===== src/sfpf_pkg.sv =====
`default_nettype none
// ----------------------------------------------------------------------------
// sfpf_pkg
// Shared types and constants of the Scharr flying-pixel filter.
// ----------------------------------------------------------------------------
package sfpf_pkg;

  localparam int PIX_W      = 16;   // sample width
  localparam int THR_W      = 14;   // grad_threshold
  localparam int WID_W      = 11;   // image_width
  localparam int HGT_W      = 12;   // image_height
  localparam int CFG_IDX_W  = 2;
  localparam int CFG_DATA_W = 16;
  localparam int GRAD_W     = 22;   // signed gradient, |g| < 16 * 2^16
  localparam int SQ_W       = 2 * THR_W;

  localparam int WIDTH_RST  = 320;
  localparam int HEIGHT_RST = 240;

  // configuration register indexes
  localparam logic [CFG_IDX_W-1:0] CFG_GRAD_THRESHOLD = 2'd0;
  localparam logic [CFG_IDX_W-1:0] CFG_IMAGE_WIDTH    = 2'd1;
  localparam logic [CFG_IDX_W-1:0] CFG_IMAGE_HEIGHT   = 2'd2;

  typedef logic [PIX_W-1:0] pix_t;

  // per-item window control, decided when the item is taken
  typedef struct packed {
    logic produce;  // item completes a window, one result follows
    logic last;     // result is the final pixel of the frame
    logic lv;       // left column inside the frame
    logic rv;       // right column inside the frame
    logic tv;       // top row inside the frame
    logic bv;       // bottom row inside the frame
  } win_ctl_t;

  typedef struct packed {
    logic signed [GRAD_W-1:0] gx;
    logic signed [GRAD_W-1:0] gy;
    pix_t                     center;
    logic                     last;
  } grad_t;

endpackage
`default_nettype wire


===== src/sfpf_mag.sv =====
`default_nettype none
// ----------------------------------------------------------------------------
// sfpf_mag
// Gradient magnitude test against the threshold, squares on narrow values.
// ----------------------------------------------------------------------------
module sfpf_mag (
  input  wire logic                         clk,
  input  wire logic                         rst_n,
  input  wire logic                         en,
  input  wire logic                         grad_valid,
  input  wire sfpf_pkg::grad_t              grad,
  input  wire logic [sfpf_pkg::THR_W-1:0]   thr,
  input  wire logic [sfpf_pkg::SQ_W-1:0]    tsq,
  output logic                              res_valid,
  output sfpf_pkg::pix_t                    res_pix,
  output logic                              res_last
);
  import sfpf_pkg::*;

  logic [GRAD_W-1:0] ax, ay;
  logic              rej;

  logic              s4_valid_r;
  logic              s4_rej_r;
  logic [THR_W-1:0]  s4_ax_r, s4_ay_r;
  pix_t              s4_center_r;
  logic              s4_last_r;

  logic              s5_valid_r;
  logic              s5_rej_r;
  logic [SQ_W-1:0]   s5_sqx_r, s5_sqy_r;
  pix_t              s5_center_r;
  logic              s5_last_r;

  logic [SQ_W:0]     sq_sum;

  // once both magnitudes are below the threshold they fit its width
  always_comb begin
    ax  = grad.gx[GRAD_W-1] ? $unsigned(-grad.gx) : $unsigned(grad.gx);
    ay  = grad.gy[GRAD_W-1] ? $unsigned(-grad.gy) : $unsigned(grad.gy);
    rej = (ax >= GRAD_W'(thr)) || (ay >= GRAD_W'(thr));
  end

  always_ff @(posedge clk) begin
    if (!rst_n) begin
      s4_valid_r <= 1'b0;
      s5_valid_r <= 1'b0;
    end else if (en) begin
      s4_valid_r <= grad_valid;
      s5_valid_r <= s4_valid_r;
    end
  end

  always_ff @(posedge clk) begin
    if (en) begin
      s4_rej_r    <= rej;
      s4_ax_r     <= ax[THR_W-1:0];
      s4_ay_r     <= ay[THR_W-1:0];
      s4_center_r <= grad.center;
      s4_last_r   <= grad.last;
      s5_rej_r    <= s4_rej_r;
      s5_sqx_r    <= SQ_W'(s4_ax_r) * SQ_W'(s4_ax_r);
      s5_sqy_r    <= SQ_W'(s4_ay_r) * SQ_W'(s4_ay_r);
      s5_center_r <= s4_center_r;
      s5_last_r   <= s4_last_r;
    end
  end

  always_comb begin
    sq_sum = {1'b0, s5_sqx_r} + {1'b0, s5_sqy_r};
    res_pix = (s5_rej_r || (sq_sum >= {1'b0, tsq})) ? '0 : s5_center_r;
  end

  assign res_valid = s5_valid_r;
  assign res_last  = s5_last_r;

endmodule
`default_nettype wire


===== config.mk =====
export PLATFORM = sky130hd
export DESIGN_NAME = sfpf_mag
export DESIGN_NICKNAME = d
export VERILOG_FILES = /design/src/sfpf_pkg.sv /design/src/sfpf_mag.sv
export SDC_FILE = /design/constraint.sdc
export NUM_CORES = 1
export LEC_CHECK = 0
export BUFFER_PORTS_ARGS = -buffer_cell sky130_fd_sc_hd__buf_2
export CAP_MARGIN = 40
export CORE_ASPECT_RATIO = 0.75
export CORE_UTILIZATION = 55
export CTS_CLUSTER_SIZE = 40
export DETAILED_ROUTE_END_ITERATION = 10
export PLACE_DENSITY_LB_ADDON = 0.1
export REMOVE_ABC_BUFFERS = 1
export SLEW_MARGIN = 20
export SYNTH_ARGS = -nofsm -noshare
export SYNTH_HDL_FRONTEND = slang
export SYNTH_SLANG_ARGS = --single-unit
export TNS_END_PERCENT = 100

===== constraint.sdc =====
create_clock -name clk -period 7.6 [get_ports clk]
set_input_delay 0.76 -clock clk [delete_from_list [all_inputs] [get_ports clk]]
set_output_delay 0.76 -clock clk [all_outputs]
set_load 0.05 [all_outputs]

# --- Word-level counts from Yosys, hierarchy flattened ---
# Index checks and enable logic that the tools add are counted.
totals:
  reg_bits: 122
  in_bits: 107
  output_inout_bits: 18
  elab_cells: 25
op_classes:
  n_addsub: 3
  multipliers: 2
  n_lt_le_gt_ge: 3
  mux: 3
  n_reduce_logical: 2
op_table:
  columns: ["op", "n"]
  rows:
  - ["multiplier 14 x 14 -> 28 bit", 2]
  - [">= comparator 22 x 14 -> 1 bit", 2]
  - ["two-way mux 22 bit", 2]
  - ["negation 22 bit", 2]
  - ["adder 28 x 28 -> 29 bit", 1]
  - [">= comparator 29 x 28 -> 1 bit", 1]
  - ["two-way mux 16 bit", 1]
  - ["logical OR 1 bit", 2]

# --- Logic depth before layout (Yosys ltp) ---
# Gate-level depths: netlist (run 1).
logic_depth:
  word_depth: 4
  ltp_mapped: 25
  ltp_nobuf: 23

# --- Least setup slack after synthesis (run 1) ---
# Ideal clock, no wire load.
synth_timing:
  path_kind: "register to register"
  from: "register s4_ay_r[2]"
  to: "register s5_sqy_r[25] (data pin)"
  setup_time_ns: 0.258
  arrival_ns: 6.126
  required_ns: 7.342
  slack_ns: 1.216
  path_stages_with_launch: 24
  n_path_buf: 2
  period_less_slack_ns: 6.384
  path_cell_list: "edfxtp_1 -> clkbuf_1 -> clkbuf_1 -> nand2_1 -> fa_1 -> fa_1 -> inv_1 -> fa_1 -> inv_1 -> fa_1 -> inv_1 -> fa_1 -> inv_1 -> fa_1 -> inv_1 -> ha_1 -> and3_1 -> and3_1 -> or3_1 -> o2111ai_1 -> a31oi_1 -> a211o_1 -> a21oi_1 -> xnor2_1"
synth_via:
  elab_chain_len: 1
synth_lines:
  columns: ["element", "line", "source"]
  rows:
  - ["start: declaration", "sfpf_mag.sv:25", "logic [THR_W-1:0] s4_ax_r, s4_ay_r;"]
  - ["start signal: assignment", "sfpf_mag.sv:58", "s4_ay_r <= ay[THR_W-1:0];"]
  - ["multiplier 14 x 14 -> 28 bit", "sfpf_mag.sv:63", "s5_sqy_r <= SQ_W'(s4_ay_r) * SQ_W'(s4_ay_r);"]
  - ["end signal: assignment", "sfpf_mag.sv:63", null]
  - ["end: declaration", "sfpf_mag.sv:31", "logic [SQ_W-1:0] s5_sqx_r, s5_sqy_r;"]
# Every way passes these cells.
# A chain may end at the register's enable or synchronous reset.

# --- Final worst setup path (run 1) ---
# Same ends and word-level chain as after synthesis.

==> results of run 1 <==
[cell usage in the layout, fill, tap and decap left out, types with 13 or more instances in the layout]
| cell type | instances |
|---|---|
| fa_1 | 228 |
| clkbuf_16 | 17 |
| inv_1 | 413 |
| buf_4 | 15 |
| nand3_1 | 22 |
| nor3_1 | 20 |
| xor2_1 | 25 |
| ha_1 | 267 |
| nand2_1 | 182 |
| and2_1 | 57 |
| nand4_1 | 13 |
| a21o_1 | 50 |
| a21oi_1 | 78 |
| o21ai_0 | 43 |
| nor2_1 | 65 |
| buf_2 | 123 |
| a31oi_1 | 13 |
| and3_1 | 26 |
| xnor2_1 | 92 |
| nor2b_1 | 20 |
| edfxtp_1 | 118 |
[per-stage QoR]
stage               setup WS (ns)  area (um2)
global route                0.504       20100
CTS                         0.905       20100
finish                      0.885       20100
global placement             1.01       19500
floorplan                    1.43       18200
detailed placement          0.922       19500
[registers in the layout (all words and copies together), names as in the netlist]
name	flops
s4_ax_r	14
s5_center_r	16
res_last	1
s5_sqy_r	27
s5_rej_r	1
s4_center_r	16
s4_rej_r	1
s5_sqx_r	27
s4_ay_r	14
s4_valid_r	1
s4_last_r	1
res_valid	1
[critical path, delay by kind of cell, from the launching register on]
kind | cells | cell delay [ns]
xor+xnor | 1 | 0.08
fa+ha+maj | 7 | 3.41
compound gates | 4 | 0.97
buf+inv | 5 | 0.25
flops | 1 | 0.75
simple gates | 4 | 0.97
[routing by layer]
metal / global-route usage [%] / share of wire [%] / vias up
li1: - / - / 6540
met1: 37.8 / 48 / 6720
met2: 40.4 / 45 / 392
met3: 4.24 / 5.8 / 39
met4: 4.55 / 1.0 / 0
met5: 0 / 0 / -
[worst max path at each step]
stage                        end  slack (ns)  cells after the start  startpoint
CTS                 s5_sqy_r[25]        0.91                     21  s4_ay_r[2]
global route        s5_sqy_r[27]        0.50                     21  s4_ay_r[2]
global placement    s5_sqy_r[25]        1.01                     21  s4_ay_r[2]
floorplan           s5_sqy_r[25]        1.43                     21  s4_ay_r[2]
detailed placement  s5_sqy_r[25]        0.92                     21  s4_ay_r[2]
finish              s5_sqy_r[25]        0.88                     21  s4_ay_r[2]
[final cells by class]
cell class	count	area, um2
Sequential cell	120	3580
Clock inverter	12	129
Fill cell	2820	12600
Multi-Input combinational cell	1349	13100
Timing Repair Buffer	139	756
Inverter	413	1550
Antenna cell	1	2.50
Clock buffer	20	437
Tap cell	442	553
[kinds of logic (layout without fill, tap and decap cells)]
kind of cell | after synthesis | in the layout | share of synthesized area (%)
AND/OR/NAND/NOR | 451 | 451 | 12.1
XOR/XNOR | 117 | 117 | 5.57
buffers and inverters | 455 | 584 | 9.37
multiplexers | 7 | 7 | 0.401
other | 0 | 1 | 0
AO/OA/AOI/OAI | 279 | 279 | 10.1
adder cells (fa/ha/maj) | 495 | 495 | 43.0
flip-flops | 120 | 120 | 19.5
==> results.sh, run 1 <==
export IMPL_status="finished, final reports clean"
export IMPL_synth_seq_area_share_pct=19.5
export IMPL_syn2layout_area_growth_pct=9.25
export IMPL_synth_ff_type="edfxtp_1"
export IMPL_cts_sinks=120
export IMPL_critPathSlowestCell="edfxtp_1"
export IMPL_clk_latency_ns=0.44
export IMPL_dieArea_mm2=0.0342
export IMPL_utilization_pct=61.5
export IMPL_drc=0
export IMPL_yosysMostFrequentCell="inv_1"
export IMPL_die_height_um=160
export IMPL_vias_per_cell=5.49
export IMPL_gp_congestion=0.918
export IMPL_io_pins=125
export IMPL_ys_warnings_count=0
export IMPL_finalCritPeriodShare_pct=88.4
export IMPL_tightest_slew_ns=0.750
export IMPL_ff2ff_path_depth=21
export IMPL_antenna_found_initial=0
export IMPL_cts_hold_buf=0
export IMPL_grt_usage_pct=25.7
export IMPL_syn_area_per_cell_um2=9.56
export IMPL_first_iter_violations=894
export IMPL_drive_gt1_share_pct=9.30
export IMPL_maxCapViolations=0
export IMPL_worstPathCellList="nand2_1, fa_1, fa_1, inv_1, fa_1, inv_1, fa_1, inv_1, fa_1, inv_1, fa_1, inv_1, ha_1, and3_1, and3_1, or3_1, o2111ai_1, a31oi_1, a211o_1, a21oi_1, xnor2_1"
export IMPL_synth_common_cells="inv_1, ha_1, fa_1"
export IMPL_yosysTopAreaCell="fa_1"
export IMPL_num_rows=57
export IMPL_clk_path_buf_depth=2
export IMPL_required_ns=7.79
export IMPL_wl_mm=41.6
export IMPL_synth_cell_type_count=67
export IMPL_hp_class="register to register"
export IMPL_ant_nets=0
export IMPL_worst_path_largest_cell_delay_ns=0.75
export IMPL_worstSetupPathType="register to register"
export IMPL_path_common_cell="fa_1"
export IMPL_rsz0062_at_grt="false"
export IMPL_synthTopCellsByArea="fa_1, edfxtp_1, ha_1, inv_1, xnor2_1"
export IMPL_path_clk_slew_ns=0.06
export IMPL_finalHoldWorstSlack_ns=0.416
export IMPL_synth_seq_cells=120
export IMPL_cts_tree="done"
export IMPL_grt_pass1_wl_mm=69.2
export IMPL_cts_root_buf="clkbuf_16"
export IMPL_final_min_clock_period_ns=6.72
export IMPL_wire_per_inst_um=16.7
export IMPL_reg2reg_slack_ns=0.88
export IMPL_synth_edff_count=118
export IMPL_timing_fmax_mhz=149
export IMPL_core_mm2=0.0327
export IMPL_netlist_area_leader_share_pct=24.8
export IMPL_grt_max_degree=56
export IMPL_htreeDepth=4
export IMPL_port_buffer_count=124
export IMPL_dp_cells=2463
export IMPL_stdcell_count=2496
export IMPL_cts_resized=0
export IMPL_fin_nets=2642
export IMPL_crit_arrival_ns=6.90
export IMPL_start_util_pct=56.3
export IMPL_setup_viol=0
export IMPL_crit_path_max_fanout=17
export IMPL_dpl_hpwl_mm=35.1
export IMPL_min_to="s5_center_r[10]"
export IMPL_syn_inst=1924
export IMPL_grt_pass1_vias=14100
export IMPL_cts_inserted_buffers=17
export IMPL_die_w_um=213
export IMPL_drt_pass1_iterations=5
export IMPL_fin_tns_setup_ns=0
export IMPL_slew_limit_headroom_pct=49.7
export IMPL_via_count=13700
export IMPL_hp_start="s4_center_r[10]"
export IMPL_finClkSkew_ns=0.0114
export IMPL_holdPathStages=0
export IMPL_r2r_end="s5_sqy_r[25]"
export IMPL_post_cts_buffers=0
export IMPL_netlist_area_mm2=0.0184
export IMPL_report_final_slew_viol_count=0
export IMPL_postSynth_asyncResetShare_pct=0
export IMPL_endpoint_kind="register"
export IMPL_grt_overflow_total=0
export IMPL_timing_rr_start="s4_ay_r[2]"
export IMPL_hold_viol=0
export IMPL_cp_start_kind="register"
Power of run 1 is not shown: default switching activity piles up to over one toggle a cycle in this logic, so the estimate is an artifact.
==> run 2, diff against run 1 <==
--- a/config.mk
+++ b/config.mk
@@ -7,7 +7,6 @@
 export LEC_CHECK = 0
 export BUFFER_PORTS_ARGS = -buffer_cell sky130_fd_sc_hd__buf_2
 export CAP_MARGIN = 40
-export CORE_ASPECT_RATIO = 0.75
 export CORE_UTILIZATION = 55
 export CTS_CLUSTER_SIZE = 40
 export DETAILED_ROUTE_END_ITERATION = 10
==> run 2 against run 1 <==
  * Clock-buffer cell count decreased by 3
  * Wire length decreased by 4.6%
  * Worst hold slack about the same
  * Worst setup slack improved by 0.013 ns
  * Utilization decreased by 0.27 points
  * Die area about the same
  * Maximum frequency increased by 0.19%
  * Cell area decreased by 0.33%
  * Non-clock buffer count decreased by 7
  * Sequential cell count unchanged
==> results.sh, run 2 (synthesis results as in run 1) <==
export IMPL_status="finished, final reports clean"
export IMPL_io_pins=125
export IMPL_first_iter_violations=849
export IMPL_fin_nets=2635
export IMPL_die_height_um=185
export IMPL_grt_max_degree=64
export IMPL_nFillCells=2834
export IMPL_via_count=13400
export IMPL_timing_fmax_mhz=149
export IMPL_endpoint_kind="register"
export IMPL_final_common_cell="inv_1"
export IMPL_hp_start="s4_center_r[12]"
export IMPL_drive_gt1_share_pct=9.14
export IMPL_final_min_clock_period_ns=6.70
export IMPL_post_cts_buffers=0
export IMPL_grt_pass1_wl_mm=66.7
export IMPL_drt_pass1_iterations=5
export IMPL_grt_usage_pct=24.9
export IMPL_cts_sinks=120
export IMPL_rsz0062_at_grt="false"
export IMPL_setup_viol=0
export IMPL_cts_root_buf="clkbuf_16"
export IMPL_die_w_um=185
export IMPL_hp_class="register to register"
export IMPL_finClkSkew_ns=0.0121
export IMPL_clk_latency_ns=0.43
export IMPL_finalCritPeriodShare_pct=88.2
export IMPL_crit_path_max_fanout=17
export IMPL_gp_congestion=0.909
export IMPL_min_to="s5_center_r[12]"
export IMPL_htreeDepth=4
export IMPL_cp_start_kind="register"
export IMPL_n_antenna_cell=0
export IMPL_slew_limit_headroom_pct=47.7
export IMPL_top_regs="s5_sqx_r x27, s5_sqy_r x27"
export IMPL_grt_pass1_vias=13800
export IMPL_dpl_hpwl_mm=33.2
export IMPL_tightest_slew_ns=0.783
export IMPL_ant_nets=0
export IMPL_seq_area_mm2=0.00358
export IMPL_holdPathStages=0
export IMPL_timing_rr_start="s4_ay_r[2]"
export IMPL_core_mm2=0.0327
export IMPL_antenna_found_initial=1
export IMPL_worstSetupPathType="register to register"
export IMPL_vias_per_cell=5.39
export IMPL_cts_hold_buf=0
export IMPL_report_final_slew_viol_count=0
export IMPL_fin_ws_ns=0.898
export IMPL_required_ns=7.78
export IMPL_maxCapViolations=0
export IMPL_num_rows=66
export IMPL_drc=0
export IMPL_r2r_end="s5_sqy_r[25]"
export IMPL_crit_arrival_ns=6.88
export IMPL_cts_tree="done"
export IMPL_port_buffer_count=124
export IMPL_dieArea_mm2=0.0342
export IMPL_clk_path_buf_depth=2
export IMPL_hold_viol=0
export IMPL_wl_mm=39.7
export IMPL_syn2layout_area_growth_pct=8.89
export IMPL_cts_resized=0
export IMPL_wire_per_inst_um=16.0
export IMPL_reg2reg_slack_ns=0.90
export IMPL_multi_input_area_mm2=0.0131
export IMPL_cts_inserted_buffers=17
export IMPL_final_cell_mix="inv_1, ha_1, fa_1, nand2_1, buf_2"
export IMPL_dp_slack_ns=0.929
export IMPL_ff2ff_path_depth=21
export IMPL_start_util_pct=56.3
export IMPL_fin_tns_setup_ns=0
export IMPL_grt_overflow_total=0
export IMPL_path_clk_slew_ns=0.06
## run 2: metal layers
layer | global-route usage (%) | up-vias | part of all wire, %
met4 | 6.61 | 2 | 1.7
li1 | - | 6537 | -
met5 | 0 | - | 0.043
met1 | 33.6 | 6465 | 45
met3 | 3.30 | 43 | 5.0
met2 | 42.2 | 372 | 48
## run 2: how the worst max path moves through the flow
stage / startpoint / end / slack, ns / cells past startpoint
3_3_place_gp: s4_ay_r[2] / s5_sqy_r[25] / 1.06 / 21
6_report: s4_ay_r[2] / s5_sqy_r[25] / 0.90 / 21
3_5_place_dp: s4_ay_r[2] / s5_sqy_r[25] / 0.93 / 21
2_1_floorplan: s4_ay_r[2] / s5_sqy_r[25] / 1.43 / 21
5_1_grt: s4_ay_r[2] / s5_sqy_r[25] / 0.60 / 21
4_1_cts: s5_sqx_r[3] / res_pix[13] / 0.82 / 18
## run 2: critical path: stages (launching register included)
cell,delay (ns)
edfxtp_1,0.76
nand2_1,0.17
fa_1,0.56
fa_1,0.51
inv_1,0.05
fa_1,0.49
inv_1,0.05
fa_1,0.47
inv_1,0.05
fa_1,0.53
inv_1,0.05
fa_1,0.49
inv_1,0.04
ha_1,0.36
and3_1,0.22
and3_1,0.17
or3_1,0.44
o2111ai_1,0.27
a31oi_1,0.21
a211o_1,0.30
a21oi_1,0.17
xnor2_1,0.07
## run 2: layout make-up
class,count,area share [%]
clock inverter,15,0.643
tap,442,2.76
sequential,120,17.9
multi-input combinational,1349,65.3
timing repair buffer,132,3.51
clock buffer,17,2.12
inverter,413,7.74
## run 2: stage by stage
step,cells,utilization (%),hold slack (ns),instance area (um2)
6_report,2488,61.3,0.416,20000
5_1_grt,2488,61.3,0.421,20000
4_1_cts,2486,61.2,0.416,20000
3_5_place_dp,2454,59.5,0.405,19400
2_1_floorplan,1882,-,0.400,18200
3_3_place_gp,2454,59.5,0.401,19400
Power of run 2 is left out for the same reason.
