$ cat src/sfpf_pkg.sv
`default_nettype none
// ----------------------------------------------------------------------------
// sfpf_pkg
// Shared types and constants of the Scharr flying-pixel filter.
// ----------------------------------------------------------------------------
package sfpf_pkg;

  localparam int PIX_W      = 16;   // sample width
  localparam int THR_W      = 14;   // grad_threshold
  localparam int WID_W      = 11;   // image_width
  localparam int HGT_W      = 12;   // image_height
  localparam int CFG_IDX_W  = 2;
  localparam int CFG_DATA_W = 16;
  localparam int GRAD_W     = 22;   // signed gradient, |g| < 16 * 2^16
  localparam int SQ_W       = 2 * THR_W;

  localparam int WIDTH_RST  = 320;
  localparam int HEIGHT_RST = 240;

  // configuration register indexes
  localparam logic [CFG_IDX_W-1:0] CFG_GRAD_THRESHOLD = 2'd0;
  localparam logic [CFG_IDX_W-1:0] CFG_IMAGE_WIDTH    = 2'd1;
  localparam logic [CFG_IDX_W-1:0] CFG_IMAGE_HEIGHT   = 2'd2;

  typedef logic [PIX_W-1:0] pix_t;

  // per-item window control, decided when the item is taken
  typedef struct packed {
    logic produce;  // item completes a window, one result follows
    logic last;     // result is the final pixel of the frame
    logic lv;       // left column inside the frame
    logic rv;       // right column inside the frame
    logic tv;       // top row inside the frame
    logic bv;       // bottom row inside the frame
  } win_ctl_t;

  typedef struct packed {
    logic signed [GRAD_W-1:0] gx;
    logic signed [GRAD_W-1:0] gy;
    pix_t                     center;
    logic                     last;
  } grad_t;

endpackage
`default_nettype wire

$ cat src/sfpf_scan.sv
`default_nettype none
// ----------------------------------------------------------------------------
// sfpf_scan
// Raster position counters: line store address, window borders, frame end.
// ----------------------------------------------------------------------------
module sfpf_scan #(
  parameter int MAX_WIDTH = 1024
) (
  input  wire logic                                  clk,
  input  wire logic                                  rst_n,
  input  wire logic                                  accept,
  input  wire logic [((($clog2(MAX_WIDTH)+1) > sfpf_pkg::WID_W) ?
                      ($clog2(MAX_WIDTH)+1) : sfpf_pkg::WID_W)-1:0] w_eff,
  input  wire logic [sfpf_pkg::HGT_W-1:0]            h_eff,
  output logic      [$clog2(MAX_WIDTH)-1:0]          rd_addr,
  output sfpf_pkg::win_ctl_t                         ctl
);
  import sfpf_pkg::*;

  localparam int AW = $clog2(MAX_WIDTH);
  localparam int WW = ((AW + 1) > WID_W) ? (AW + 1) : WID_W;
  localparam logic [1:0] ROW_SAT = 2'd2;   // rows seen, saturating at two

  logic [AW-1:0]    col_r, col_nxt;
  logic [1:0]       row_r, row_nxt;
  logic [AW-1:0]    ocol_r, ocol_nxt;
  logic [HGT_W-1:0] orow_r, orow_nxt;

  logic [AW-1:0]  c;
  logic [WW-1:0]  c_inc;
  logic [WW-1:0]  oc_inc;
  logic [HGT_W:0] or_inc;
  logic           col_end, ocol_end, orow_end, produce, last;

  always_comb begin
    // a column count left past a narrowed width wraps to zero
    c        = (WW'(col_r) >= w_eff) ? '0 : col_r;
    c_inc    = WW'(c) + WW'(1);
    col_end  = c_inc >= w_eff;
    produce  = (row_r == ROW_SAT) || ((row_r == 2'd1) && (c != '0));
    oc_inc   = WW'(ocol_r) + WW'(1);
    ocol_end = oc_inc >= w_eff;
    or_inc   = {1'b0, orow_r} + {{HGT_W{1'b0}}, 1'b1};
    orow_end = or_inc >= {1'b0, h_eff};
    last     = produce && ocol_end && orow_end;

    ctl.produce = produce;
    ctl.last    = last;
    ctl.lv      = ocol_r != '0;
    ctl.rv      = !ocol_end;
    ctl.tv      = orow_r != '0;
    ctl.bv      = !orow_end;
    rd_addr     = c;
  end

  always_comb begin
    col_nxt  = col_r;
    row_nxt  = row_r;
    ocol_nxt = ocol_r;
    orow_nxt = orow_r;
    if (accept) begin
      col_nxt = col_end ? '0 : c_inc[AW-1:0];
      if (col_end && (row_r != ROW_SAT)) begin
        row_nxt = row_r + 2'd1;
      end
      if (produce) begin
        if (last) begin
          col_nxt  = '0;
          row_nxt  = '0;
          ocol_nxt = '0;
          orow_nxt = '0;
        end else if (ocol_end) begin
          ocol_nxt = '0;
          orow_nxt = or_inc[HGT_W-1:0];
        end else begin
          ocol_nxt = oc_inc[AW-1:0];
        end
      end
    end
  end

  always_ff @(posedge clk) begin
    if (!rst_n) begin
      col_r  <= '0;
      row_r  <= '0;
      ocol_r <= '0;
      orow_r <= '0;
    end else begin
      col_r  <= col_nxt;
      row_r  <= row_nxt;
      ocol_r <= ocol_nxt;
      orow_r <= orow_nxt;
    end
  end

endmodule
`default_nettype wire

$ cat config.mk
export PLATFORM = sky130hd
export DESIGN_NAME = sfpf_scan
export DESIGN_NICKNAME = d
export VERILOG_FILES = /design/src/sfpf_pkg.sv /design/src/sfpf_scan.sv
export SDC_FILE = /design/constraint.sdc
export NUM_CORES = 1
export LEC_CHECK = 0
export BUFFER_PORTS_ARGS = -buffer_cell sky130_fd_sc_hd__buf_2
export CAP_MARGIN = 20
export CORE_UTILIZATION = 50
export DETAILED_ROUTE_END_ITERATION = 8
export HOLD_SLACK_MARGIN = 0.15
export MAX_ROUTING_LAYER = met4
export PLACE_DENSITY = 0.71
export RECOVER_POWER = 50
export SYNTH_ARGS = -nofsm -noshare
export SYNTH_HDL_FRONTEND = slang
export SYNTH_SLANG_ARGS = --single-unit
export TNS_END_PERCENT = 50
$ cat constraint.sdc
create_clock -name clk -period 8.4 [get_ports clk]
set_input_delay 0.42 -clock clk [delete_from_list [all_inputs] [get_ports clk]]
set_output_delay 0.42 -clock clk [all_outputs]
set_load 0.03 [all_outputs]
Word-level counts from Yosys, hierarchy flattened
Cells that the tools add are included.
W data, S select, Z words.
{"block": "classes", "reduce_logical": 13, "add_sub_neg": 4, "magnitude_cmp": 4, "eq_ne": 3, "muxes": 11}
{"cell": "$mux W10", "count": 6}
{"cell": "$mux W12", "count": 2}
{"cell": "$add A10 B1 Y11 const B", "count": 2}
{"cell": "$ge A11 B11 Y1", "count": 2}
{"cell": "$reduce_bool A10 Y1", "count": 2}
{"cell": "$add A12 B1 Y13 const B", "count": 1}
{"cell": "$ge A13 B12 Y1", "count": 1}
{"cell": "$reduce_bool A12 Y1", "count": 1}
{"cell": "$ge A10 B11 Y1", "count": 1}
{"cell": "$mux W2", "count": 3}
{"cell": "$logic_and A1 B1 Y1", "count": 4}
{"cell": "$reduce_and A3 Y1", "count": 1}
{"cell": "$add A2 B1 Y2 const B", "count": 1}
{"cell": "$eq A2 B1 Y1 const B", "count": 1}
{"cell": "$eq A2 B2 Y1 const B", "count": 1}
{"cell": "$logic_not A1 Y1", "count": 2}
{"cell": "$ne A2 B2 Y1 const B", "count": 1}
{"cell": "$reduce_and A2 Y1", "count": 1}
{"cell": "$reduce_bool A2 Y1", "count": 1}
{"cell": "$logic_or A1 B1 Y1", "count": 1}
{"block": "totals", "regBits": 34, "input_bits": 26}

Longest topological paths before layout
Gate-level depths: netlist of the first run.
{"block": "logic_depth", "ltp_word": 9, "mapped_depth": 21, "mapped_depth_nobuf": 21}

Worst setup path after synthesis of the first run
OpenSTA, ideal clock, no wires.
{"block": "synth_path", "path_kind": "in2reg", "from": "input w_eff[0] (netlist bit)", "to": "register row_r[1]", "setup_ps": 73, "t_arrival_ps": 4282, "path_slack_ps": 4045, "path_stages": 20, "required_ps": 8327, "path_buffers": 0, "path_cell_list": "ha_1 nand2b_1 a211o_1 a211oi_1 o21a_1 nand2_1 inv_1 ha_1 nand3_1 nor2_1 and3_1 xnor2_1 nor2_1 ha_1 o21a_1 o211ai_1 o21ai_0 nand2b_1 or4_4 o211ai_2"}
{"block": "synth_via", "elab_chain_cells": 9, "elab_cells_between_ends": 14}
{"element": "start, declared", "line_no": "sfpf_scan.sv:13", "text": "($clog2(MAX_WIDTH)+1) : sfpf_pkg::WID_W)-1:0] w_eff,"}
{"element": "$ge A10 B11 Y1 *", "line_no": "sfpf_scan.sv:37", "text": "c = (WW'(col_r) >= w_eff) ? '0 : col_r;"}
{"element": "$mux W10 *", "line_no": "sfpf_scan.sv:37"}
{"element": "net rd_addr[0]", "line_no": "sfpf_scan.sv:15", "text": "output logic [$clog2(MAX_WIDTH)-1:0] rd_addr,"}
{"element": "branches (longest 6 deep; another with $add A10 B1 Y11)"}
{"element": "$mux W2 *", "line_no": "sfpf_scan.sv:66", "text": "if (produce) begin"}
{"element": "end signal, assigned", "line_no": "sfpf_scan.sv:90", "text": "row_r <= row_nxt;"}
{"element": "end, declared", "line_no": "sfpf_scan.sv:25", "text": "logic [1:0] row_r, row_nxt;"}
Mark *: on every way through the listed nets, which the timed path passes.
A chain may end at the register's enable or synchronous reset.

Worst setup path in the final report of the first run
{"block": "layout_path", "from": "register col_r[0]", "to": "register row_r[1]"}
{"block": "layout_via", "elab_chain_cells": 9, "elab_cells_between_ends": 13}
{"element": "start, declared", "line_no": "sfpf_scan.sv:24", "text": "logic [AW-1:0] col_r, col_nxt;"}
{"element": "start signal, assigned", "line_no": "sfpf_scan.sv:89", "text": "col_r <= col_nxt;"}
{"element": "$ge A10 B11 Y1", "line_no": "sfpf_scan.sv:37"}
{"element": "$mux W10 *", "line_no": "sfpf_scan.sv:37"}
{"element": "branches (longest 6 deep; another with $add A10 B1 Y11)"}
{"element": "$mux W2 *", "line_no": "sfpf_scan.sv:66"}
Mark *: on every way between the ends.

==> results of run 1 <==
==> final cells by class <==
cell class | instances | area (um^2)
Inverter | 39 | 146.4
Clock buffer | 5 | 68.82
Timing Repair Buffer | 42 | 195.2
Sequential cell | 34 | 680.7
Multi-Input combinational cell | 295 | 2178
Tap cell | 75 | 93.84
Fill cell | 566 | 2547
Clock inverter | 2 | 10.01
==> metrics by stage <==
| stage | instance area [um^2] | worst slack [ps] | util, % | std cells | hold WS [ps] |
|---|---|---|---|---|---|
| 2_1_floorplan | 3075 | 4045 | - | 379 | 457.4 |
| 3_3_place_gp | 3318 | 3837 | 56.04 | 485 | 476.3 |
| 3_5_place_dp | 3318 | 3680 | 56.04 | 485 | 491.5 |
| 4_1_cts | 3397 | 3784 | 57.38 | 492 | 456.7 |
| 5_1_grt | 3373 | 3308 | 56.97 | 492 | 465.2 |
| 6_report | 3373 | 3740 | 56.97 | 492 | 461.9 |
==> logic make-up after synthesis <==
family	Yosys count	share of synthesized area, %
simple gates	135	24.00
compound gates	84	18.96
fa+ha+maj	52	21.16
buf+inv	50	6.835
flops	34	22.13
xor+xnor	23	6.550
mux	1	0.3661
==> sequential cells by signal (all words and copies together) (netlist names) <==
| register | count |
|---|---|
| orow_r | 12 |
| col_r | 10 |
| ocol_r | 10 |
| row_r | 2 |
==> worst max path at each step <==
stage | start | slack, ps | end | depth (start not counted)
floorplan | w_eff[0] | 4040 | row_r[1] | 20
detailed placement | w_eff[0] | 3680 | row_r[1] | 21
finish | col_r[0] | 3740 | row_r[1] | 21
CTS | col_r[0] | 3780 | row_r[1] | 21
global placement | w_eff[0] | 3840 | row_r[1] | 21
global route | col_r[0] | 3310 | row_r[1] | 21
==> critical path, delay by kind of cell (launching register included) <==
| family | cells | cell delay, ps |
|---|---|---|
| AO/OA/AOI/OAI | 7 | 1630 |
| AND/OR/NAND/NOR | 8 | 1480 |
| adder cells (fa/ha/maj) | 3 | 790 |
| flip-flops | 1 | 400 |
| buffers and inverters | 2 | 180 |
| XOR/XNOR | 1 | 120 |
==> per-layer routing <==
| layer | vias up | share of wire (%) | GRT usage (%) |
|---|---|---|---|
| met5 | - | 0 | - |
| met4 | 0 | 1.8 | 6.786 |
| met3 | 13 | 3.7 | 3.636 |
| met2 | 61 | 46 | 36.19 |
| met1 | 1293 | 49 | 30.98 |
| li1 | 1437 | - | - |
==> power groups by stage <==
stage                     registers (mW)  clock network (mW)  logic [mW]
final                              0.164               0.112      0.0416
after global routing               0.164               0.125      0.0474
after CTS                          0.164               0.116      0.0422
after detailed placement           0.168                   0      0.0420
after global placement             0.168                   0      0.0406
after floorplan                    0.167                   0      0.0277
==> cells in the final DEF (no fill, tap or decap), drive strengths merged, types with 2 or more instances in the layout <==
cell type  netlist  routed
nand3b           6       6
a211oi           2       2
o21a             3       3
nand3           16      16
or4              2       2
or3              3       3
and3            16      16
a22o            15      15
and2             6       6
nor2            26      26
nor2b            5       5
o21ai           18      18
dfxtp           34      34
nand4            7       7
a221oi           2       2
clkbuf           7      17
inv             38      38
or2              2       2
ha              52      52
xor2            10      10
xnor2           13      13
o2111ai          2       2
clkinv           1       3
buf              4      30
nand2           24      24
a211o            6       6
nand2b           6       6
nor4             6       6
o211ai           3       3
nor3             6       6
a21oi           20      20
a31oi            3       3
a21o             4       4
==> results.tsv, run 1 <==
stage	metric	value	unit
run_status	status	complete, no violations	
clocking	clock_latency	280	ps
setup_path	crit_type	register to register	
final_layout	drive_above_1_share	11.27	%
timing	fmaxAchievable	214.6	MHz
setup_path	arrival	4870	ps
placement	io_buffers	41	
logic_synthesis	synth_area_per_cell	8.115	um^2
logic_synthesis	syn_inst	379	
final_layout	fin_nets	495	
power	power_frac_seq	51.6	%
min_path	holdPathEnd	orow_r[3]	
clocking	clock_path_buffers	2	
clocking	cts-htree-levels	2	
grt	track_usage	23.26	%
logic_synthesis	synth_area_leader_cell	dfxtp_1	
power	p_switching	0.08350	mW
logic_synthesis	ys_warn_count	0	
drt	drc	0	
placement	gp_congestion	0.8603	
clocking	clock_sinks	34	
power	p_int	0.2346	mW
logic_synthesis	yosys_most_used_dff	dfxtp_1	
floorplan	die_h	80.43	um
logic_synthesis	synthesis.nets	457	
timing	fin_tns_setup	0	ps
logic_synthesis	synth_edf_count	0	
logic_synthesis	synthTopCellsByArea	dfxtp_1 22%, ha_1 21%, inv_1 4.6%	
clocking	cts_setup_buffers	0	
grt	grt_overflow	0	
power	p_sw_share	26.25	%
placement	dp_hpwl	5558	um
drt	vias	2804	
setup_path	crit_slowest_cell	or4_4	
grt	antenna_found_initial	0	
drt	drt-total-wl	6978	um
setup_path	critPathMaxStageDelay	440	ps
floorplan	dieArea	6468	um^2
grt	grt_pass1_wl	11450	um
drt	drtPass1Iterations	5	
final_layout	synthToLayoutAreaGrowth	9.683	%
setup_path	reg2reg_from	col_r[0]	
power	clockPowerShare	35.4	%
timing	rsz0062_at_grt	false	
clocking	cts-root-buf	clkbuf_8	
floorplan	core_region_area	5921	um^2
power	vdd_drop_max	0.07387	mV
floorplan	rows	28	
min_path	hold_class	input pin to register	
timing	fin_skew	6.308	ps
clocking	cts_tree	done	
grt	grt_max_degree	18	
floorplan	die_w	80.43	um
timing	hold_viol	0	
drt	initialDrtViolationCount	99	
clocking	cts.repair.resized	0	
min_path	worstHoldStart	rst_n	
timing	post-route-period-util	55.47	%
floorplan	start_util	51.94	%
logic_synthesis	synth.most_common_cell	ha_1	
clocking	cts_hold_buf	0	
logic_synthesis	syn_area	3075	um^2
timing	worst_slew_pin_slew	932.0	ps
power	leakagePower	1.699	nW
power	power	0.3181	mW
setup_path	r2r_slack	3740	ps
floorplan	io_pins	42	
power	power_frac_comb	13.1	%
logic_synthesis	synth-async-reset-ratio	0	%
setup_path	path_max_fanout	9	
drt	avgViaCountPerCell	5.699	
grt	grt_pass1_vias	2492	
setup_path	crit_required	8610	ps
logic_synthesis	ys_seq_area_share	22.13	%
timing	setup_viol	0	
clocking	cts_buffers	5	
setup_path	r2r_cells	21	
setup_path	worstReg2RegEnd	row_r[1]	
min_path	min_path_cells	3	
timing	min_period	4660	ps
power	power_density	94.31	nW/um^2
logic_synthesis	synth_cell_types	52	
drt	antenna_left	0	
timing	relSlewSlack	37.21	%
logic_synthesis	synth_top_area_share	22.13	%
final_layout	diodes	0	
run	drv_cap	0	
logic_synthesis	yosys_register_bits	34	
setup_path	endpoint_kind	register	
clocking	path_clk_slew	70	ps
timing	drv_slew	0	
setup_path	worst_setup_path_start_kind	register	
setup_path	crit_path_cell_trace	inv_1 -> ha_1 -> nand2b_1 -> a211o_1 -> a211oi_1 -> o21a_1 -> nand2_1 -> inv_1 -> ha_1 -> nand3_1 -> nor2_1 -> and3_1 -> xnor2_1 -> nor2_1 -> ha_1 -> o21a_1 -> o211ai_1 -> o21ai_0 -> nand2b_1 -> or4_4 -> o211ai_2	
setup_path	cp_common_cell	ha_1	
drt	wire_per_inst	14.18	um
logic_synthesis	synth_common_cells	52 x ha_1, 38 x inv_1, 34 x dfxtp_1, 26 x nor2_1, 24 x nand2_1	
No activity file was read; power rests on OpenSTA's default activity.
==> inputs of run 2 (changes only) <==
clock period = 4.8 ns   (was 8.4 ns; I/O delays follow)
==> results.tsv, run 2 (synthesized netlist as in run 1, its figures left out) <==
stage	metric	value	unit
final_layout	top_regs	orow_r x12, col_r x10, ocol_r x10	
clocking	cts-htree-levels	2	
final_layout	fin_cells	495	
final_layout	top_register	orow_r	
grt	grt_overflow	0	
power	leakagePower	1.732	nW
timing	worst_slew_pin_slew	914.6	ps
run	drv_cap	0	
drt	wl_met1	3483	um
clocking	clock_path_buffers	2	
timing	fin_tns_setup	0	ps
clocking	clock_latency	290	ps
drt	wire_per_inst	14.36	um
setup_path	cp_common_cell	ha_1	
placement	gp_congestion	0.8789	
power	power_density	181.2	nW/um^2
final_layout	seq_area	680.7	um^2
clocking	cts-root-buf	clkbuf_8	
drt	initialDrtViolationCount	107	
final_layout	stdcell_area	3438	um^2
setup_path	worst_setup_path_start_kind	register	
clocking	path_clk_slew	70	ps
drt	drc	0	
grt	grt_max_degree	18	
timing	relSlewSlack	38.38	%
timing	hold_viol	0	
placement	placed_cell_area	3326	um^2
grt	antenna_found_initial	0	
drt	avgViaCountPerCell	5.707	
floorplan	start_util	51.94	%
final_layout	n_fill_cell	572	
floorplan	core_region_area	5921	um^2
final_layout	multi_input_area	2185	um^2
final_layout	diodes	0	
setup_path	path_max_fanout	10	
timing	post-route-period-util	90.65	%
drt	met2_length	3231	um
setup_path	crit_type	register to register	
placement	io_buffers	41	
setup_path	endpoint_kind	register	
timing	drv_slew	0	
placement	dp_hpwl	5573	um
setup_path	crit_slowest_cell	dfxtp_1	
final_layout	mostFrequentLayoutCells	52 x ha_1, 38 x inv_1, 34 x dfxtp_1, 31 x buf_2, 26 x nor2_1	
drt	drtPass1Iterations	4	
setup_path	critPathMaxStageDelay	390	ps
drt	dr.max_layer_used	met4	
timing	fmaxAchievable	229.8	MHz
drt	antenna_left	0	
drt	drt-total-wl	7109	um
drt	vias	2825	
clocking	clock_sinks	34	
setup_path	crit_path_cell_trace	inv_1 -> ha_1 -> nand2b_1 -> a211o_1 -> a211oi_2 -> o21a_2 -> nand2_1 -> inv_1 -> ha_1 -> nand3_1 -> nor2_1 -> and3_1 -> xnor2_1 -> nor2_1 -> ha_1 -> a2111oi_0 -> o21a_1 -> o21ai_1 -> nor3_4 -> buf_12 -> a22o_1	
floorplan	rows	28	
setup_path	crit_required	5040	ps
floorplan	dieArea	6468	um^2
floorplan	die_w	80.43	um
timing	layout_setup_ws	448.9	ps
min_path	hold_class	input pin to register	
drt	dr_wl_met3	285	um
setup_path	arrival	4590	ps
floorplan	io_pins	42	
final_layout	synthToLayoutAreaGrowth	11.80	%
grt	track_usage	23.80	%
power	vdd_drop_max	0.2666	mV
floorplan	die_h	80.43	um
timing	fin_skew	6.565	ps
final_layout	mostFrequentLayoutCell	ha_1	
final_layout	drive_above_1_share	12.62	%
final_layout	fin_nets	497	
run_status	status	complete, no violations	
final_layout	largest_reg_flops	12	
grt	grt_pass1_vias	2552	
timing	setup_viol	0	
timing	min_period	4351	ps
placement	place_ws	185.5	ps
grt	grt_pass1_wl	11670	um
timing	rsz0062_at_grt	false	
clocking	cts_tree	done	
clocking	cts_buffers	5	
placement	dp.cells	486	
run 2: cell types whose count changed in the layout (fill, tap and decap cells not counted), sizes merged:
cell and change:
buf +3, bufinv +1, clkbuf -1
run 2: final cells by class:
| class | count | share of cell area (%) |
|---|---|---|
| clock inverter | 3 | 1.164 |
| clock buffer | 5 | 2.001 |
| timing repair buffer | 44 | 6.514 |
| multi-input combinational | 295 | 63.54 |
| sequential | 34 | 19.80 |
| inverter | 39 | 4.258 |
| tap | 75 | 2.729 |
run 2: routing by layer:
metal	vias to the layer above	global-route usage, %
met5	-	-
met1	1312	31.92
met4	0	7.321
met2	58	37.03
met3	11	3.068
li1	1444	-
run 2: what timing repair did:
| item | CTS | global route |
|---|---|---|
| endpoints found under the setup margin | 0 | 12 |
| setup buffers | 0 | 1 |
| hold buffers | 0 | 0 |
| gates resized for setup | 0 | 3 |
run 2: final timing paths:
path | startpoint | end | slack (ps) | cells past startpoint
min | rst_n | orow_r[3] | 250 | 3
max reg2reg | col_r[0] | col_r[0] | 450 | 21
max | col_r[0] | col_r[0] | 450 | 21
min reg2reg | ocol_r[1] | ocol_r[1] | 490 | 2
run 2: worst max-delay path: cells and delay by family, from the launching register on:
| kind | cells | cell delay, ps |
|---|---|---|
| AO/OA/AOI/OAI | 7 | 1640 |
| AND/OR/NAND/NOR | 7 | 1090 |
| flip-flops | 1 | 390 |
| buffers and inverters | 3 | 330 |
| XOR/XNOR | 1 | 130 |
| adder cells (fa/ha/maj) | 3 | 710 |
run 2: where the power goes:
group	leakage (nW)	switching, mW	internal, mW
clock network	0.0579	0.108	0.153
registers	0.274	0.00264	0.284
logic	1.40	0.0446	0.0309
run 2: through the flow:
stage | utilization (%) | total power, mW | hold slack (ps)
final | 58.07 | 0.6230 | 251.5
after global routing | 58.07 | 0.6555 | 256.6
after global placement | 56.17 | 0.3644 | 475.3
after floorplan | - | 0.3410 | 388.7
after detailed placement | 56.17 | 0.3671 | 483.7
after CTS | 58.01 | 0.6279 | 248.2
